==> config.mk <==
export PLATFORM = sky130hd
export DESIGN_NAME = framed_receive_ring_buffer_top
export DESIGN_NICKNAME = d
export VERILOG_FILES = /design/src/design/frrb_pkg.sv /design/src/design/framed_receive_ring_buffer_top.sv /design/src/design/frrb_ctrl.sv /design/src/design/frrb_datapath.sv
export SDC_FILE = /design/constraint.sdc
export NUM_CORES = 1
export LEC_CHECK = 0
export BUFFER_PORTS_ARGS = -buffer_cell sky130_fd_sc_hd__buf_4
export CORE_MARGIN = 2
export CORE_UTILIZATION = 60
export DETAILED_ROUTE_END_ITERATION = 7
export PLACE_DENSITY_LB_ADDON = 0.12
export SLEW_MARGIN = 40
export SYNTH_ARGS = -nofsm -noshare
export SYNTH_HDL_FRONTEND = slang
export SYNTH_HIERARCHICAL = 1
export SYNTH_SLANG_ARGS = --single-unit
==> constraint.sdc <==
create_clock -name clk -period 4.2 [get_ports clk]
set_clock_uncertainty 0.15 [all_clocks]
set_input_delay 0.63 -clock clk [delete_from_list [all_inputs] [get_ports clk]]
set_output_delay 0.63 -clock clk [all_outputs]
set_load 0.05 [all_outputs]
==> src/design/frrb_pkg.sv <==
// Package for the framed receive ring buffer.
// Holds the frame marks, field widths, status codes and the controller/datapath interface types.
// No dependencies.
package frrb_pkg;

	localparam int DEFAULT_BUFFER_DEPTH = 64;
	localparam int BYTE_W = 8;
	localparam int LEN_W = 6;
	localparam int STATUS_W = 2;

	localparam logic OP_RX = 1'b0;
	localparam logic OP_POP = 1'b1;

	localparam logic [BYTE_W-1:0] START_MARK = 8'h24;
	localparam logic [BYTE_W-1:0] END_MARK = 8'h3A;

	localparam logic [STATUS_W-1:0] STATUS_NONE = 2'd0;
	localparam logic [STATUS_W-1:0] STATUS_COMPLETE = 2'd1;
	localparam logic [STATUS_W-1:0] STATUS_INCOMPLETE = 2'd2;

	typedef struct packed {
		logic store;
		logic clr_count;
		logic adv_rp;
		logic emit_byte;
		logic emit_close;
		logic [STATUS_W-1:0] close_status;
	} dp_cmd_t;

	typedef struct packed {
		logic ptr_equal;
		logic is_start;
		logic is_end;
	} dp_sts_t;

endpackage

==> src/design/framed_receive_ring_buffer_top.sv <==
// Top level of the framed receive ring buffer.
// Instantiates frrb_ctrl and frrb_datapath; depends on frrb_pkg.
//
// A received byte (operation 0) is taken while busy stays low. A pop (operation 1) holds busy
// high while the controller walks the ring one stored byte at a time, since every entry takes a
// registered memory read followed by a check. A pop ends on an end mark or when it runs into
// the write pointer. Each result is shown for one cycle under result_strobe and cannot be held
// off, with the closing transfer appearing in the first cycle after busy falls.
module framed_receive_ring_buffer_top #(
	parameter int BUFFER_DEPTH = frrb_pkg::DEFAULT_BUFFER_DEPTH
) (
	input  logic                          clk,
	input  logic                          arst_n,
	input  logic                          start,
	output logic                          busy,
	input  logic                          operation,
	input  logic [frrb_pkg::BYTE_W-1:0]   rx_byte,
	output logic                          result_strobe,
	output logic [frrb_pkg::BYTE_W-1:0]   payload_byte,
	output logic                          byte_valid,
	output logic                          last,
	output logic [frrb_pkg::STATUS_W-1:0] pop_status,
	output logic [frrb_pkg::LEN_W-1:0]    frame_length
);
	import frrb_pkg::*;

	dp_cmd_t cmd;
	dp_sts_t sts;

	frrb_ctrl u_ctrl (
		.clk       (clk),
		.arst_n    (arst_n),
		.start     (start),
		.operation (operation),
		.sts       (sts),
		.cmd       (cmd),
		.busy      (busy)
	);

	frrb_datapath #(
		.BUFFER_DEPTH (BUFFER_DEPTH)
	) u_datapath (
		.clk           (clk),
		.arst_n        (arst_n),
		.cmd           (cmd),
		.rx_byte       (rx_byte),
		.sts           (sts),
		.result_strobe (result_strobe),
		.payload_byte  (payload_byte),
		.byte_valid    (byte_valid),
		.last          (last),
		.pop_status    (pop_status),
		.frame_length  (frame_length)
	);

endmodule

==> src/design/frrb_ctrl.sv <==
// Controller state machine for the framed receive ring buffer.
// Walks the ring on a pop and issues commands to frrb_datapath; depends on frrb_pkg.
module frrb_ctrl (
	input  logic              clk,
	input  logic              arst_n,
	input  logic              start,
	input  logic              operation,
	input  frrb_pkg::dp_sts_t sts,
	output frrb_pkg::dp_cmd_t cmd,
	output logic              busy
);
	import frrb_pkg::*;

	typedef enum logic [2:0] {
		S_IDLE,
		S_SKIP_RD,
		S_SKIP_CHK,
		S_PAY_RD,
		S_PAY_CHK
	} state_t;

	state_t state_q;

	always_ff @(posedge clk or negedge arst_n) begin
		if (!arst_n) begin
			state_q <= S_IDLE;
		end else begin
			case (state_q)
				S_IDLE: begin
					if (start && operation == OP_POP) begin
						state_q <= S_SKIP_RD;
					end
				end
				S_SKIP_RD: begin
					state_q <= sts.ptr_equal ? S_IDLE : S_SKIP_CHK;
				end
				S_SKIP_CHK: begin
					state_q <= sts.is_start ? S_PAY_RD : S_SKIP_RD;
				end
				S_PAY_RD: begin
					state_q <= sts.ptr_equal ? S_IDLE : S_PAY_CHK;
				end
				S_PAY_CHK: begin
					state_q <= sts.is_end ? S_IDLE : S_PAY_RD;
				end
				default: begin
					state_q <= S_IDLE;
				end
			endcase
		end
	end

	always_comb begin
		cmd = '0;
		cmd.close_status = STATUS_NONE;
		case (state_q)
			S_IDLE: begin
				cmd.store = start && operation == OP_RX;
				cmd.clr_count = start && operation == OP_POP;
			end
			S_SKIP_RD: begin
				cmd.emit_close = sts.ptr_equal;
				cmd.close_status = STATUS_NONE;
			end
			S_SKIP_CHK: begin
				cmd.adv_rp = 1'b1;
			end
			S_PAY_RD: begin
				cmd.emit_close = sts.ptr_equal;
				cmd.close_status = STATUS_INCOMPLETE;
			end
			S_PAY_CHK: begin
				cmd.adv_rp = 1'b1;
				cmd.emit_byte = !sts.is_end;
				cmd.emit_close = sts.is_end;
				cmd.close_status = STATUS_COMPLETE;
			end
			default: begin
				cmd = '0;
			end
		endcase
	end

	assign busy = (state_q != S_IDLE);

	a_store_only_idle: assert property (@(posedge clk) disable iff (!arst_n)
		cmd.store |-> state_q == S_IDLE)
		else $error("store issued during a pop");

	a_empty_ends_pop: assert property (@(posedge clk) disable iff (!arst_n)
		(state_q == S_SKIP_RD || state_q == S_PAY_RD) && sts.ptr_equal |=> state_q == S_IDLE)
		else $error("pop did not end at the write pointer");

	a_single_emit: assert property (@(posedge clk) disable iff (!arst_n)
		!(cmd.emit_byte && cmd.emit_close))
		else $error("payload and closing result issued together");

endmodule

==> src/design/frrb_datapath.sv <==
// Datapath for the framed receive ring buffer: ring memory, pointers, frame flag, count, outputs.
// Driven by frrb_ctrl commands; depends on frrb_pkg.
module frrb_datapath #(
	parameter int BUFFER_DEPTH = frrb_pkg::DEFAULT_BUFFER_DEPTH
) (
	input  logic                              clk,
	input  logic                              arst_n,
	input  frrb_pkg::dp_cmd_t                 cmd,
	input  logic [frrb_pkg::BYTE_W-1:0]       rx_byte,
	output frrb_pkg::dp_sts_t                 sts,
	output logic                              result_strobe,
	output logic [frrb_pkg::BYTE_W-1:0]       payload_byte,
	output logic                              byte_valid,
	output logic                              last,
	output logic [frrb_pkg::STATUS_W-1:0]     pop_status,
	output logic [frrb_pkg::LEN_W-1:0]        frame_length
);
	import frrb_pkg::*;

	localparam int PTR_W = $clog2(BUFFER_DEPTH);
	localparam logic [PTR_W-1:0] PTR_LAST = PTR_W'(BUFFER_DEPTH - 1);

	logic [BYTE_W-1:0] mem [BUFFER_DEPTH];
	logic [BYTE_W-1:0] rdata_q;
	logic [PTR_W-1:0]  wp_q;
	logic [PTR_W-1:0]  rp_q;
	logic              in_frame_q;
	logic [LEN_W-1:0]  count_q;
	logic              do_write;
	logic              strobe_q;
	logic [BYTE_W-1:0] byte_q;
	logic              valid_q;
	logic              last_q;
	logic [STATUS_W-1:0] status_q;
	logic [LEN_W-1:0]  len_q;

	assign do_write = cmd.store && (in_frame_q || rx_byte == START_MARK);

	always_ff @(posedge clk) begin
		if (do_write) begin
			mem[wp_q] <= rx_byte;
		end
		rdata_q <= mem[rp_q];
	end

	always_ff @(posedge clk or negedge arst_n) begin
		if (!arst_n) begin
			wp_q <= '0;
			rp_q <= '0;
			in_frame_q <= 1'b0;
			count_q <= '0;
			strobe_q <= 1'b0;
		end else begin
			strobe_q <= cmd.emit_byte || cmd.emit_close;
			if (do_write) begin
				wp_q <= (wp_q == PTR_LAST) ? '0 : wp_q + 1'b1;
				if (!in_frame_q) begin
					in_frame_q <= 1'b1;
				end else if (rx_byte == END_MARK) begin
					in_frame_q <= 1'b0;
				end
			end
			if (cmd.adv_rp) begin
				rp_q <= (rp_q == PTR_LAST) ? '0 : rp_q + 1'b1;
			end
			if (cmd.clr_count) begin
				count_q <= '0;
			end else if (cmd.emit_byte) begin
				count_q <= count_q + 1'b1;
			end
		end
	end

	always_ff @(posedge clk) begin
		byte_q <= cmd.emit_byte ? rdata_q : '0;
		valid_q <= cmd.emit_byte;
		last_q <= cmd.emit_close;
		status_q <= cmd.emit_close ? cmd.close_status : STATUS_NONE;
		len_q <= cmd.emit_close ? count_q : '0;
	end

	assign sts.ptr_equal = (rp_q == wp_q);
	assign sts.is_start = (rdata_q == START_MARK);
	assign sts.is_end = (rdata_q == END_MARK);

	assign result_strobe = strobe_q;
	assign payload_byte = byte_q;
	assign byte_valid = valid_q;
	assign last = last_q;
	assign pop_status = status_q;
	assign frame_length = len_q;

	a_wp_moves_on_write: assert property (@(posedge clk) disable iff (!arst_n)
		!do_write |=> $stable(wp_q))
		else $error("write pointer moved without a store");

	a_emit_byte_out: assert property (@(posedge clk) disable iff (!arst_n)
		cmd.emit_byte |=> result_strobe && byte_valid && !last)
		else $error("payload transfer not presented");

endmodule

* Word level (Yosys, flattened, before mapping)
Memories as Yosys holds them, arrays and structs flattened. A register that Yosys moved wholly into a read port is not among the register bits. Index checks and enable logic that the tools add are counted.
Storage, ports and cells: bits in latches 0, flip-flop bits (word level) 41, bits in writable memories 512, output and inout port bits 20, memories 1, bits in read-only memories 0, word-level logic and storage cells 56
Operators by class: equality and inequality tests 12, divide/modulo/power cells 0, mux-type cells 18, bitwise logic cells 1, multiply operators 0, reductions and logical operators 10, shifts and indexed selects 0, $lt $le $gt $ge 0, add/sub/neg operators 3
Memory list:
- u_datapath.mem | words 64, bits a word 8, rd ports 1, clocked after memory_dff 1, write ports 1, RTL line frrb_datapath.sv:23 | logic [BYTE_W-1:0] mem [BUFFER_DEPTH];
Operators with widths (number):
- $eq A8 B6 Y1 const B | 4
- $mux W6 | 4
- $add A6 B1 Y6 const B | 3
- $pmux W3 S5 | 1
- $eq A6 B6 Y1 const B | 2
- $pmux W3 S3 | 1
- $mux W2 | 4
- $eq A3 B2 Y1 const B | 2
- $eq A6 B6 Y1 | 1
- $mux W1 | 6
- $mux W3 | 2
- $eq A3 B1 Y1 const B | 1
- $eq A3 B3 Y1 const B | 1
- $logic_and A1 B1 Y1 | 3
- $logic_not A3 Y1 | 1
- $reduce_bool A3 Y1 | 1
- $logic_or A1 B1 Y1 | 2
- $ne A2 B1 Y1 const B | 1
- $reduce_bool A2 Y1 | 1
- $reduce_or A2 Y1 | 1
- $logic_not A1 Y1 | 1
- $not A1 Y1 | 1

* Depth between registers and ports, before layout
Gate-level depths: netlist (run 1).
depth in word-level cells 6, mapped depth 9, mapped depth without buffers 6

* Modules after synthesis
Netlist (run 1), hierarchy kept.
By module, submodules not included:
- frrb_datapath | area an instance 21570.7 um^2, instances 1, cells an instance 1098
- frrb_ctrl | area an instance 240.2 um^2, instances 1, cells an instance 23

* Least setup slack after synthesis (run 1)
OpenSTA, ideal clock, no wires.
path type reg2reg, start register u_ctrl.state_q[1], end memory u_datapath.mem[14][0] (enable), stages on the path, launching flop included 8, setup slack 1328 ps, arrival time 2352 ps, library setup time 370 ps, clock period less this slack 2872 ps, required time 3680 ps, cells stage by stage dfrtp_1 > buf_6 > or3_4 > nor3b_2 > nor2b_1 > buf_4 > nand4b_2 > nor2_1
RTL lines:
- start, declared | RTL line frrb_ctrl.sv:22 | state_t state_q;
- start signal, assigned | RTL line frrb_ctrl.sv:35 | state_q <= sts.ptr_equal ? S_IDLE : S_SKIP_CHK;
- start signal, assigned | RTL line frrb_ctrl.sv:38 | state_q <= sts.is_start ? S_PAY_RD : S_SKIP_RD;
- start signal, assigned | RTL line frrb_ctrl.sv:41 | state_q <= sts.ptr_equal ? S_IDLE : S_PAY_CHK;
- end, declared | RTL line frrb_datapath.sv:23

==> results of run 1 <==
-- metrics by stage --
step / power [uW] / std cells / area, um2 / utilization, %
after global placement: 10300 / 1650 / 23100 / 64.9
after global routing: 15700 / 1756 / 25000 / 70.0
final: 15100 / 1756 / 25000 / 70.0
after floorplan: 9150 / 1121 / 21800 / -
after detailed placement: 10300 / 1650 / 23100 / 64.9
after CTS: 15100 / 1754 / 24900 / 69.9
-- worst max-delay path: cells and delay by family (launching register included) --
family / cells / cell delay (ns)
and+or+nand+nor: 5 / 1.85
DFF: 1 / 0.47
buffers and inverters: 2 / 0.44
-- layer usage --
metal / up-vias / wire length (um) / track usage, % / part of all wire, %
met4: 4 / 1600 / 9.77 / 3.3
met2: 445 / 23200 / 41.8 / 48
met1: 5817 / 19300 / 36.4 / 40
li1: 4801 / - / - / -
met3: 106 / 4210 / 6.28 / 8.7
met5: - / 27 / 0 / 0.056
-- path summary, 6_finish.rpt --
check	startpoint	endpoint	cells after the start
max in group asynchronous	arst_n	u_datapath/rp_q[1]	2
max	u_ctrl/state_q[1]	u_datapath/mem[6][0]	7
min	operation	u_ctrl/state_q[0]	3
min in group asynchronous	arst_n	u_datapath/count_q[3]	2
max reg2reg	u_ctrl/state_q[1]	u_datapath/mem[6][0]	7
min reg2reg	u_datapath/rdata_q[7]	u_datapath/payload_byte[7]	1
-- state kept, by name, indices dropped and copies added, names as in the netlist, 2 cells and up --
register                 flops
u_datapath/count_q           6
u_datapath/rdata_q           8
u_ctrl/state_q               3
u_datapath/payload_byte      8
u_datapath/wp_q              6
u_datapath/rp_q              6
u_datapath/pop_status        2
u_datapath/frame_length      6
u_datapath/mem             512
-- cells in the mapped netlist, drive strengths merged, types with 4 or more instances --
| library cell | n | area [um2] |
|---|---|---|
| a22oi | 34 | 255 |
| nor2 | 80 | 300 |
| nand3 | 28 | 140 |
| a211oi | 4 | 30.0 |
| nand3b | 4 | 37.5 |
| a22o | 6 | 52.6 |
| dfrtp | 23 | 576 |
| clkbuf | 28 | 105 |
| mux2 | 39 | 439 |
| xor2 | 6 | 52.6 |
| or3 | 4 | 30.0 |
| a221oi | 14 | 123 |
| and2 | 21 | 131 |
| edfxtp | 512 | 15400 |
| nand4b | 4 | 47.6 |
| nor4b | 4 | 41.3 |
| a21oi | 19 | 95.1 |
| o21ai | 11 | 55.1 |
| nand4 | 4 | 25.0 |
| nor2b | 8 | 50.1 |
| xnor2 | 10 | 87.6 |
| mux4 | 108 | 2430 |
| o22ai | 4 | 25.0 |
| nand2 | 33 | 124 |
| buf | 40 | 248 |
| nand2b | 6 | 37.5 |
| dfxtp | 26 | 521 |
| mux2i | 8 | 80.1 |
-- report_power, final --
| group | internal [uW] | leakage [uW] | switching (uW) | total (uW) |
|---|---|---|---|---|
| clock network | 2760 | 0.000867 | 2040 | 4800 |
| logic | 1750 | 0.00225 | 2010 | 3760 |
| registers | 6250 | 0.00511 | 296 | 6540 |
-- logic make-up after synthesis --
| family | synth area share [%] |
|---|---|
| flops | 75.5 |
| simple gates | 5.11 |
| mux | 13.5 |
| compound gates | 3.41 |
| buf+inv | 1.62 |
| xor+xnor | 0.642 |
| fa+ha+maj | 0.172 |
-- cell type report --
cell class	instances	area share (%)
repair buffers	139	4.52
clock inverters	34	1.12
clock buffers	69	5.97
flip-flops and latches	561	66.0
multi-input cells	492	20.1
well taps	461	2.31
-- layout by cell type, fill, tap and decap left out, types with 10 or more instances in the layout --
cell type / synthesis / final
sky130_fd_sc_hd__nand3_1: 28 / 28
sky130_fd_sc_hd__o21ai_0: 11 / 11
sky130_fd_sc_hd__mux2_2: 39 / 39
sky130_fd_sc_hd__clkbuf_16: 0 / 57
sky130_fd_sc_hd__edfxtp_1: 512 / 512
sky130_fd_sc_hd__clkbuf_1: 28 / 10
sky130_fd_sc_hd__nand2_1: 33 / 33
sky130_fd_sc_hd__and2_1: 20 / 20
sky130_fd_sc_hd__a221oi_1: 14 / 14
sky130_fd_sc_hd__buf_4: 11 / 132
sky130_fd_sc_hd__dfxtp_1: 26 / 26
sky130_fd_sc_hd__clkinv_2: 0 / 15
sky130_fd_sc_hd__nor2_1: 80 / 79
sky130_fd_sc_hd__a22oi_1: 34 / 34
sky130_fd_sc_hd__mux4_2: 108 / 108
sky130_fd_sc_hd__xnor2_1: 10 / 10
sky130_fd_sc_hd__clkinv_1: 0 / 10
sky130_fd_sc_hd__a21oi_1: 19 / 19
sky130_fd_sc_hd__dfrtp_1: 23 / 21
-- what timing repair did --
| item | in CTS | in global routing |
|---|---|---|
| hold buffers | 1 | 0 |
| setup endpoints to repair | 0 | 0 |
| endpoints found under the hold margin | 23 | 0 |
==> summary by stage, run 1 <==
Run status
The flow ran to the end, and the final reports show no timing, DRC or antenna violations.

Clock tree
The clock latency on the worst-skew pair is 0.60 ns. The post-cts gate resize count is 0. In this run the post-CTS setup repair buffer count came out at 0.

The buffer depth of the longest clock path is 3. CTS built an H-tree with a depth of 2. TritonCTS built the clock tree. The clock transition time at the flip-flop clock pins of the worst setup and hold paths is 0.06 ns. The clock sink total is 561. The root buffer cell chosen for the clock tree is sky130_fd_sc_hd__clkbuf_16. The number of CTS-inserted buffers is 56.

Global routing
The via count of the first global-routing pass came to 11,289. The first global-routing pass estimated 72,100 um of wire. The global-route usage over all layers is 26.4%. The number of antenna violations at the first check in global routing is 2. The total grt overflow is 0. Entering global routing, the biggest net connects 66 pins.

Setup path
The worst setup path is captured at a flop. Across all register-to-register paths, the minimum setup slack is 1.02 ns. The worst setup path is launched from a flop. The arrival time of the worst setup path is 3.34 ns. The required time of the critical path is 4.37 ns. The setup path with the least slack is of type flop to flop. Among the stages of the critical path, the cell type that occurs most often is sky130_fd_sc_hd__buf_4. The delay of the slowest critical-path stage is 0.49 ns.

The slowest library cell on the worst path is sky130_fd_sc_hd__nor3b_2. The biggest fanout along the worst timing path is 15. Walking the worst path, the cells encountered are or3_4, nor3b_2, nor2b_1, buf_4, nand4b_2, nor2_1, buf_4.

STA
The part of the cycle the worst path needs is 75.7%. Hold timing on the final database bottoms out at a slack of 0.228 ns. For the pin with the worst max-slew slack, the measured transition is 0.825 ns. The sum of negative setup slack is 0 ns. The worst path in the final design needs a cycle of 3.18 ns, including I/O delays and setup. The count of final hold-check violations came to 0. The total count of max-transition violations in the final report is 0. Setup repair after global routing left no endpoint under its margin. Headroom to the max-slew limit came out at 44.8%. The slack of the critical path is 1.02 ns.

Based on the critical path, the design can be clocked at up to 315 MHz. The count of endpoints failing setup in the final report is 0.

Min path
The worst min-delay path category is primary input to flop.

Yosys
Counting distinct cell types in the post-synthesis netlist gives 57. The post-synthesis async set-or-reset flop share is 4.10%. The part of the Yosys area used for sequential elements is 75.5%. The number of warnings issued by yosys is 6. Counting flops with a built-in enable in the synthesized netlist gives 512. Counting flops and latches in the post-synthesis netlist gives 561. The number of nets in the synthesized netlist is 1,136. The most used flip-flop cell after synthesis is sky130_fd_sc_hd__edfxtp_1. The mapped netlist covers 0.0218 mm2.

Averaged over all synthesized cells, the footprint is 19.5 um2. Counting every instance in the synthesized netlist gives 1,121.

Flow run
Max-cap violations in this run came to 0.

Routing
Detailed routing inserted a total of 11,173 vias. The count of unresolved DRC violations after routing is 0. The first routing iteration left 1,085 violations. Summed over all layers, the routed wires come to 48,400 um.

The count of nets left with antenna violations once routing finished came out at 0. The detail-routed net length per standard cell is 27.5 um. The count of TritonRoute iterations in the first routing pass is 5. Dividing the detail-routed via count by the number of cells gives 6.36.

Die
In this run the vertical extent of the chip is 195 um. The die covers 0.0379 mm2. The floorplan step set the die width to 195 um.

The core area is 0.0357 mm2. The row count is 69. The initial utilization of the core area, before any placement, comes to 61.2%.

32 I/O pins were placed.

Power
IR analysis of the VDD net gives a maximum drop of 0.365 mV. The total power per unit cell area is 605 mW/mm2. The reported leakage power is 0.00823 uW.

Cells and area
The number of antenna diodes in the final layout is 0. The total area of multi-input combinational cells is 0.00501 mm2. The synthesis-to-finish area growth is 14.5%. The sequential standard cell area is 0.0165 mm2. The count of nets after finishing is 1,265. The number of fill cells in the layout is 2,195. Of the cells placed in the final design, the portion with a size suffix greater than 1 is 29.9%.

Placed design
At the end of routability-driven placement, the weighted congestion stood at 0.823. The post-placement setup slack is 0.726 ns. During placement, the flow inserted port buffers numbering 31. The half-perimeter wire length after placement is 29,300 um.
No activity file was read; power rests on OpenSTA's default activity.
==> inputs of run 2 (changes only) <==
--- a/config.mk
+++ b/config.mk
@@ -5,6 +5,7 @@
 export SDC_FILE = /design/constraint.sdc
 export NUM_CORES = 1
 export LEC_CHECK = 0
+export ABC_AREA = 1
 export BUFFER_PORTS_ARGS = -buffer_cell sky130_fd_sc_hd__buf_4
 export CORE_MARGIN = 2
 export CORE_UTILIZATION = 60
==> constraint.sdc (replaced) <==
create_clock -name clk -period 3.29 [get_ports clk]
set_clock_uncertainty 0.15 [all_clocks]
set_input_delay 0.4935 -clock clk [delete_from_list [all_inputs] [get_ports clk]]
set_output_delay 0.4935 -clock clk [all_outputs]
set_load 0.05 [all_outputs]
==> summary by stage, run 2 <==
Clock tree
The root buffer cell is sky130_fd_sc_hd__clkbuf_16. The post-cts gate resize count is 0. The clock sink total is 561.

In this run, CTS created clock tree buffers numbering 54. The H-tree was split into 2 levels. TritonCTS built the clock tree. The number of setup buffers added after CTS is 0. The count of hold buffers inserted by post-cts repair is 1. The clock passes through at most 3 buffers. The clock latency on the worst-skew pair is 0.61 ns.

Clock-pin slew was measured on the worst setup and hold paths at 0.06 ns.

Setup path
The arrival time of the worst setup path is 3.00 ns. The launch point of the worst path is u_ctrl/state_q[1]. The startpoint kind of the worst setup timing path is a flop. The critical setup path kind is flop to flop. The number of cells on the worst reg-to-reg path is 9. The worst register-to-register path begins at u_ctrl/state_q[1]. Of all nets on the critical path, the largest fanout is 11. The slack of the worst reg-to-reg path is 0.36 ns.

At the worst endpoint, the required time is 3.36 ns. In this run the critical register-to-register path is captured at u_datapath/mem[54][3]. The kind of end point of the critical path is a flop.

Yosys
Yosys attributes the largest share of cell area to sky130_fd_sc_hd__edfxtp_1, sky130_fd_sc_hd__nand2_1, sky130_fd_sc_hd__nand3_1. The biggest area consumer among synthesized cells is sky130_fd_sc_hd__edfxtp_1. Among all flip-flop cells after synthesis, the most frequent one is sky130_fd_sc_hd__edfxtp_1. The number of distinct library cell variants in the gate-level netlist after synthesis is 33.

The number of nets in the synthesized netlist is 2,251. The average instance in the mapped netlist occupies 10.6 um2. The part of the Yosys area used for sequential elements is 69.8%. The most common cell in the synthesized netlist is sky130_fd_sc_hd__nand2_1. The proportion of netlist area held by the largest area contributor is 65.1%.

The synthesized design contains 512 enable-type register cells. The count of mapped cells out of synthesis is 2,236. Of all flip-flops after synthesis, the portion carrying an async set or reset was 4.10%. The post-synthesis cell area is 0.0236 mm2.

The number of warnings issued by yosys is 6. The number of synthesized register bits is 561. Ranked by instance count, the synthesized netlist is headed by sky130_fd_sc_hd__nand2_1, sky130_fd_sc_hd__edfxtp_1, sky130_fd_sc_hd__nand3_1.

Placed design
The placer congestion estimate is 0.878. During placement, the flow inserted port buffers numbering 31. The wire-length estimate of the detail-placed layout is 33,100 um. OpenSTA, run right after detailed placement, puts the worst setup slack at 0.243 ns. After detailed placement, the total cell area comes to 0.0247 mm2.

STA
Timing would allow up to 342 MHz. The count of endpoints failing setup in the final report is 0. The count of final hold-check violations is 0. The worst path in the final design needs a cycle of 2.93 ns, including I/O delays and setup. The relative slew slack is 44.7%. Setup repair after global routing left no endpoint under its margin.

The sum of negative setup slack is 0 ns. The part of the cycle the worst path needs is 88.9%. The transition time of the tightest slew-check pin is 0.830 ns. The total count of max-transition violations in the final report is 0. Across all setup checks in the final design, the least slack found is 0.365 ns.

Die
The die covers 0.0410 mm2. The initial cell density of the core is 61.0%. Measured along the x axis, the die boundary spans 202 um. The floorplan has 72 rows.

32 I/O pins were placed. The die is 202 um tall. The core area is 0.0387 mm2.

Cells and area
The share of layout cells above drive strength 1 is 9.66%. The count of nets after finishing is 2,315. The register bank with the most flops is u_datapath/mem. The repair_antennas step left the layout with diodes totalling 0. From synthesis to final layout, the design area changed by 11.7%. The finished cells cover 0.0264 mm2. Leaving out fill and tap cells, the most frequent cell in the layout is sky130_fd_sc_hd__nand2_1. In the layout the commonest cells are sky130_fd_sc_hd__nand2_1, sky130_fd_sc_hd__edfxtp_1, sky130_fd_sc_hd__nand3_1. The register with the most flip-flops in the layout has 512 of them.

Routing
The post-detailed-route count of antenna-violating nets is 0. The count of TritonRoute iterations in the first routing pass is 6. The mean number of vias per cell is 5.57. After detailed routing, the total wire length is 55,900 um. The count of unresolved DRC violations after routing is 0. Summed over all nets, wire length on met2 after detailed routing comes to 26,400 um. For this block, the initial DRC count from the detailed router was 1,695.

After detailed routing, no signal wire sits above met4. In the final routed layout, each cell accounts on average for 19.6 um. The detailed-route wire length on metal 1 is 22,900 um.

The routed design uses 4500 um of met3 wire. The detailed router placed 15,929 vias in this run.

Global routing
The first global-routing pass estimated 86,300 um of wire. In the global route stage, overall resource usage came out at 28.0%. The via count of the first global-routing pass is 15,493. The total grt overflow is 0. The number of antenna violations at the first check in global routing is 0. The pin count of the biggest net entering global routing is 161.

Power
Summing internal, switching and leakage power gives 20,700 uW. The maximum resistive drop on vdd is 0.622 mV. The reported leakage power is 0.0107 uW. In this run the power density over the cells is 783 mW/mm2.

Min path
The source of the worst hold timing path is operation. Counting instances, the worst hold path has a depth of 5. The worst min-delay path category is primary input to flop. The path with the worst hold slack has its endpoint at u_ctrl/state_q[0].

Flow run
The number of max-cap violations is 0.

Run status
The flow ran to the end, and the final reports show no timing, DRC or antenna violations.
==> run 2: worst max-delay path, cell delays in order, from the launching register on <==
cell and delay (ns):
sky130_fd_sc_hd__dfrtp_1 0.41, sky130_fd_sc_hd__inv_2 0.12, sky130_fd_sc_hd__nand2_2 0.07, sky130_fd_sc_hd__nor2_4 0.11, sky130_fd_sc_hd__nand2_1 0.07, sky130_fd_sc_hd__nor2_1 0.26
sky130_fd_sc_hd__nand2_1 0.18, sky130_fd_sc_hd__inv_2 0.23, sky130_fd_sc_hd__nand3_2 0.32, sky130_fd_sc_hd__nor2_1 0.62
==> run 2: report_power, final <==
group          switching [uW]  leakage [uW]  total, uW  internal, uW
combinational            4710       0.00475       6570          1860
sequential                276       0.00511       8280          8000
clock                    2510      0.000807       5820          3310
total                    7500        0.0107      20700         13200
==> run 2: metrics by stage <==
stage | hold slack, ns | utilization, % | cells
2_1_floorplan | 0.0479 | - | 2236
3_3_place_gp | 0.274 | 63.8 | 2761
3_5_place_dp | 0.275 | 63.8 | 2761
4_1_cts | 0.0501 | 68.1 | 2858
5_1_grt | 0.0813 | 68.1 | 2858
6_report | 0.0696 | 68.1 | 2858
==> run 2: worst max-delay path by stage <==
| stage | to | slack, ns | cells past startpoint |
|---|---|---|---|
| final | u_datapath/mem[54][3] | 0.36 | 9 |
| after global placement | u_datapath/mem[38][6] | 0.28 | 9 |
| after detailed placement | u_datapath/mem[54][1] | 0.24 | 9 |
| after floorplan | u_datapath/mem[30][0] | 1.00 | 9 |
| after global routing | u_datapath/mem[54][2] | 0.24 | 9 |
| after CTS | u_datapath/mem[54][2] | 0.37 | 9 |
==> run 2: logic make-up after synthesis <==
family | synth area share, %
AOI/OAI and AO/OA | 0.514
buffers and inverters | 6.00
adders and majority gates | 0.159
xor gates and xnor gates | 0.185
DFF | 69.8
and+or+nand+nor | 23.4
==> run 2: final cells by class <==
class / count / area, um2
flip-flops and latches: 561 / 16500
multi-input cells: 1341 / 5720
inverters: 221 / 837
well taps: 518 / 648
clock buffers: 70 / 1440
clock inverters: 26 / 205
fillers: 2934 / 12400
repair buffers: 121 / 1050
==> run 2: metal layers <==
layer	vias up	track usage (%)
met5	-	0
met4	0	10.6
met3	140	4.34
met2	636	46.0
met1	7600	38.0
li1	7553	-
==> inputs of run 3 (changes only) <==
--- a/config.mk
+++ b/config.mk
@@ -7,12 +7,11 @@
 export LEC_CHECK = 0
 export ABC_AREA = 1
 export BUFFER_PORTS_ARGS = -buffer_cell sky130_fd_sc_hd__buf_4
-export CORE_MARGIN = 2
+export CORE_MARGIN = 4
 export CORE_UTILIZATION = 60
 export DETAILED_ROUTE_END_ITERATION = 7
 export PLACE_DENSITY_LB_ADDON = 0.12
 export SLEW_MARGIN = 40
 export SYNTH_ARGS = -nofsm -noshare
 export SYNTH_HDL_FRONTEND = slang
-export SYNTH_HIERARCHICAL = 1
 export SYNTH_SLANG_ARGS = --single-unit
==> summary by stage, run 3 <==
Yosys
The main combinational cell family by area after synthesis is simple AND/OR/NAND/NOR gates. The fraction of synthesized area in multiplexers is 0%. The biggest area consumer among synthesized cells is sky130_fd_sc_hd__edfxtp_1. Summing every instance area after synthesis gives 0.0238 mm2. The share of the Yosys chip area taken by registers is 69.2%.

For this run, the leading register cell type out of synthesis is sky130_fd_sc_hd__edfxtp_1. The proportion of netlist area held by the largest area contributor is 64.6%. The cell count after synthesis came out at 2,312. The mean cell area of the mapped netlist is 10.3 um2.

The synthesized netlist devotes 2.47% of its cell area to compound gates. The share of synthesized cell area in full adder, half adder and majority cells is 0.158%. In this run, distinct cell masters in the synthesized netlist total 31. The commonest cells after synthesis are sky130_fd_sc_hd__nand2_1, sky130_fd_sc_hd__edfxtp_1, sky130_fd_sc_hd__inv_1.

The leading cell type by number of instances after synthesis is sky130_fd_sc_hd__nand2_1. The basic-gate share of the synthesized area counting and, or, nand and nor cells is 21.2%. Of all flip-flops after synthesis, the portion carrying an async set or reset was 4.10%. By area the synthesized netlist is led by sky130_fd_sc_hd__edfxtp_1, sky130_fd_sc_hd__nand2_1, sky130_fd_sc_hd__nand3_1.

The number of warnings issued by yosys is 0. Counting flops with a built-in enable in the synthesized netlist gives 512. The synthesized design contains 561 register bits. The xor-xnor portion of the synthesized cell area is 0.331%. The number of nets in the synthesized netlist is 2,327.

Routing
The mean number of vias per cell is 5.57. The post-detailed-route count of antenna-violating nets is 0. For this run, design rule violations remaining after detail routing come to 0. The detail-routed net length per standard cell is 20.5 um. The count of routing violations after the opening detailed-route iteration is 1,818.

The total via count in the routed design is 16,524. The count of TritonRoute iterations in the first routing pass is 8. The final layout contains routed wiring with a total length of 60,800 um.

Cells and area
The register bank with the most flops is u_datapath.mem. The number of antenna diodes is 0. The register with the most flip-flops in the layout has 512 of them.

From synthesis to final layout, the design area changed by 12.6%. The final core utilization is 68.9%. The share of layout cells above drive strength 1 is 9.51%. The most common cell after layout, fill and taps aside is sky130_fd_sc_hd__nand2_1. The top cell types in the final layout, fill and taps aside, are sky130_fd_sc_hd__nand2_1, sky130_fd_sc_hd__edfxtp_1, sky130_fd_sc_hd__inv_1. The count of nets after finishing is 2,421.

STA
For the pin with the worst max-slew slack, the measured transition is 0.802 ns. The count of endpoints failing setup in the final report is 0. The relative slew slack is 46.5%. The maximum clock frequency is 365 MHz. The post-route minimum period is 2.74 ns.

Across all hold checks on the routed design, the worst slack comes to 0.0448 ns. In the final timing run, aggregate negative setup slack is 0 ns. After layout, the worst path uses 83.3% of the clock period. The count of final hold-check violations is 0. The total count of max-transition violations in the final report is 0. Setup repair after global routing left no endpoint under its margin.

Placed design
At the end of routability-driven placement, the weighted congestion stood at 0.885. The number of buffer cells added on primary ports is 31. After legalization and detailed placement, the total HPWL measured 36,800 um.

Clock tree
The longest clock path from root to sink contains 3 buffers. The post-cts gate resize count is 0. The maximum level of the CTS H-tree is 2. The root buffer cell is sky130_fd_sc_hd__clkbuf_16. The clock tree from TritonCTS is done. The clock latency on the worst-skew pair is 0.60 ns. The clock sink total is 561.

The number of CTS-inserted buffers is 56. The number of hold buffers added after CTS was 1. Clock-pin slew was measured on the worst setup and hold paths at 0.06 ns. The post-CTS setup-driven buffer insertion count is 0.

Global routing
The wire length of the first global-routing pass is 93,400 um. The via count of the first global-routing pass is 16,244. The number of antenna violations at the first check in global routing was 0. The global-route usage over all layers is 27.9%. The pin count of the biggest net entering global routing is 127. The total overflow left after global routing is 0.

Setup path
STA puts the critical path data arrival time at 2.89 ns. The endpoint of the worst register-to-register path is u_datapath.mem[63][5]. The required time of the critical path is 3.44 ns. The worst setup path is of the flop to flop kind. The slack of the worst reg-to-reg path is 0.55 ns. The worst setup path is captured at a flop. Of all nets on the critical path, the largest fanout is 8.

The depth of the worst register-to-register path is 10. The worst register-to-register path begins at u_ctrl.state_q[1]. The startpoint kind of the worst setup timing path is a flop.

Run status
The run finished with clean final reports.

Die
The top-level port count is 32. The die boundary height is 207 um. The floorplan die area is 0.0429 mm2. The core area is 0.0389 mm2. The die is 207 um wide. The row count is 72. The initial utilization of the core area, before any placement, comes to 61.2%.

Power
The analysis attributes to cell leakage a power of 0.0110 uW. The total power per unit cell area is 516 mW/mm2. The maximum resistive drop on vdd is 0.475 mV.

Flow run
The number of max-cap violations is 0.

Min path
Counting instances, the worst hold path has a depth of 3. The path with the worst hold slack has its endpoint at u_ctrl.state_q[0]. The worst hold path begins at start. The worst min-delay path category is primary input to flop.
-- run 3: cell count changes in the layout (fill, tap and decap cells not counted), sizes merged, moves of 3 or more --
cell    change
o21ai      +68
inv        +63
xor2        +4
buf        +20
nor3        +3
nor2      +159
or2         +3
nand3     -139
nand2     -101
clkbuf     +10
a21oi      +25
-- run 3: stage by stage --
step | area [um2] | setup WS, ns | total power (uW) | std cells
after floorplan | 23800 | 0.612 | 7930 | 2312
after global routing | 26800 | 0.433 | 14200 | 2968
after global placement | 25100 | 0.533 | 8090 | 2865
after CTS | 26800 | 0.596 | 13900 | 2968
final | 26800 | 0.549 | 13800 | 2968
after detailed placement | 25100 | 0.400 | 8090 | 2865
-- run 3: how the worst max path moves through the flow --
stage | slack, ns | cells after the start | end | start
after floorplan | 0.61 | 9 | u_datapath.mem[63][0] | u_ctrl.state_q[1]
after global placement | 0.53 | 10 | u_datapath.mem[63][4] | rx_byte[7]
after detailed placement | 0.40 | 10 | u_datapath.mem[63][3] | rx_byte[7]
after CTS | 0.60 | 10 | u_datapath.mem[63][5] | u_ctrl.state_q[1]
after global routing | 0.43 | 10 | u_datapath.mem[63][7] | u_ctrl.state_q[1]
final | 0.55 | 10 | u_datapath.mem[63][5] | u_ctrl.state_q[1]
-- run 3: area by class of cell --
type,count,area (um2)
inverter,286,1080
sequential,561,16500
clock buffer,80,1530
fill,2962,12100
multi-input combinational,1360,5760
tap,518,648
timing repair buffer,141,1160
clock inverter,22,140
-- run 3: critical path, stage by stage, from the launching register on --
cell	delay (ns)
sky130_fd_sc_hd__dfrtp_1	0.41
sky130_fd_sc_hd__nor2_1	0.15
sky130_fd_sc_hd__nand2_1	0.13
sky130_fd_sc_hd__inv_2	0.08
sky130_fd_sc_hd__nand2_1	0.05
sky130_fd_sc_hd__nor2_1	0.27
sky130_fd_sc_hd__nand2_2	0.19
sky130_fd_sc_hd__nor2_4	0.19
sky130_fd_sc_hd__nand2_2	0.31
sky130_fd_sc_hd__nor3_1	0.29
sky130_fd_sc_hd__buf_4	0.22
-- run 3: cells by family (layout without fill, tap and decap cells) --
| group | count (synthesis) | after routing |
|---|---|---|
| XOR/XNOR | 9 | 9 |
| AO/OA/AOI/OAI | 117 | 117 |
| flip-flops | 561 | 561 |
| adder cells (fa/ha/maj) | 3 | 3 |
| buffers and inverters | 391 | 529 |
| AND/OR/NAND/NOR | 1231 | 1231 |
-- run 3: layer usage --
layer	part of all wire [%]	wire length [um]	vias up	GRT usage (%)
li1	-	-	7736	-
met1	40	24400	7896	38.8
met2	46	28100	752	43.6
met3	9.1	5520	140	5.45
met4	4.5	2750	0	12.5
met5	0	0	-	0
-- run 3: where the power goes --
part / leakage, uW / switching (uW) / total, uW / internal [uW]
logic: 0.00511 / 153 / 175 / 21.4
registers: 0.00507 / 0 / 7770 / 7770
clock network: 0.000814 / 2580 / 5890 / 3310
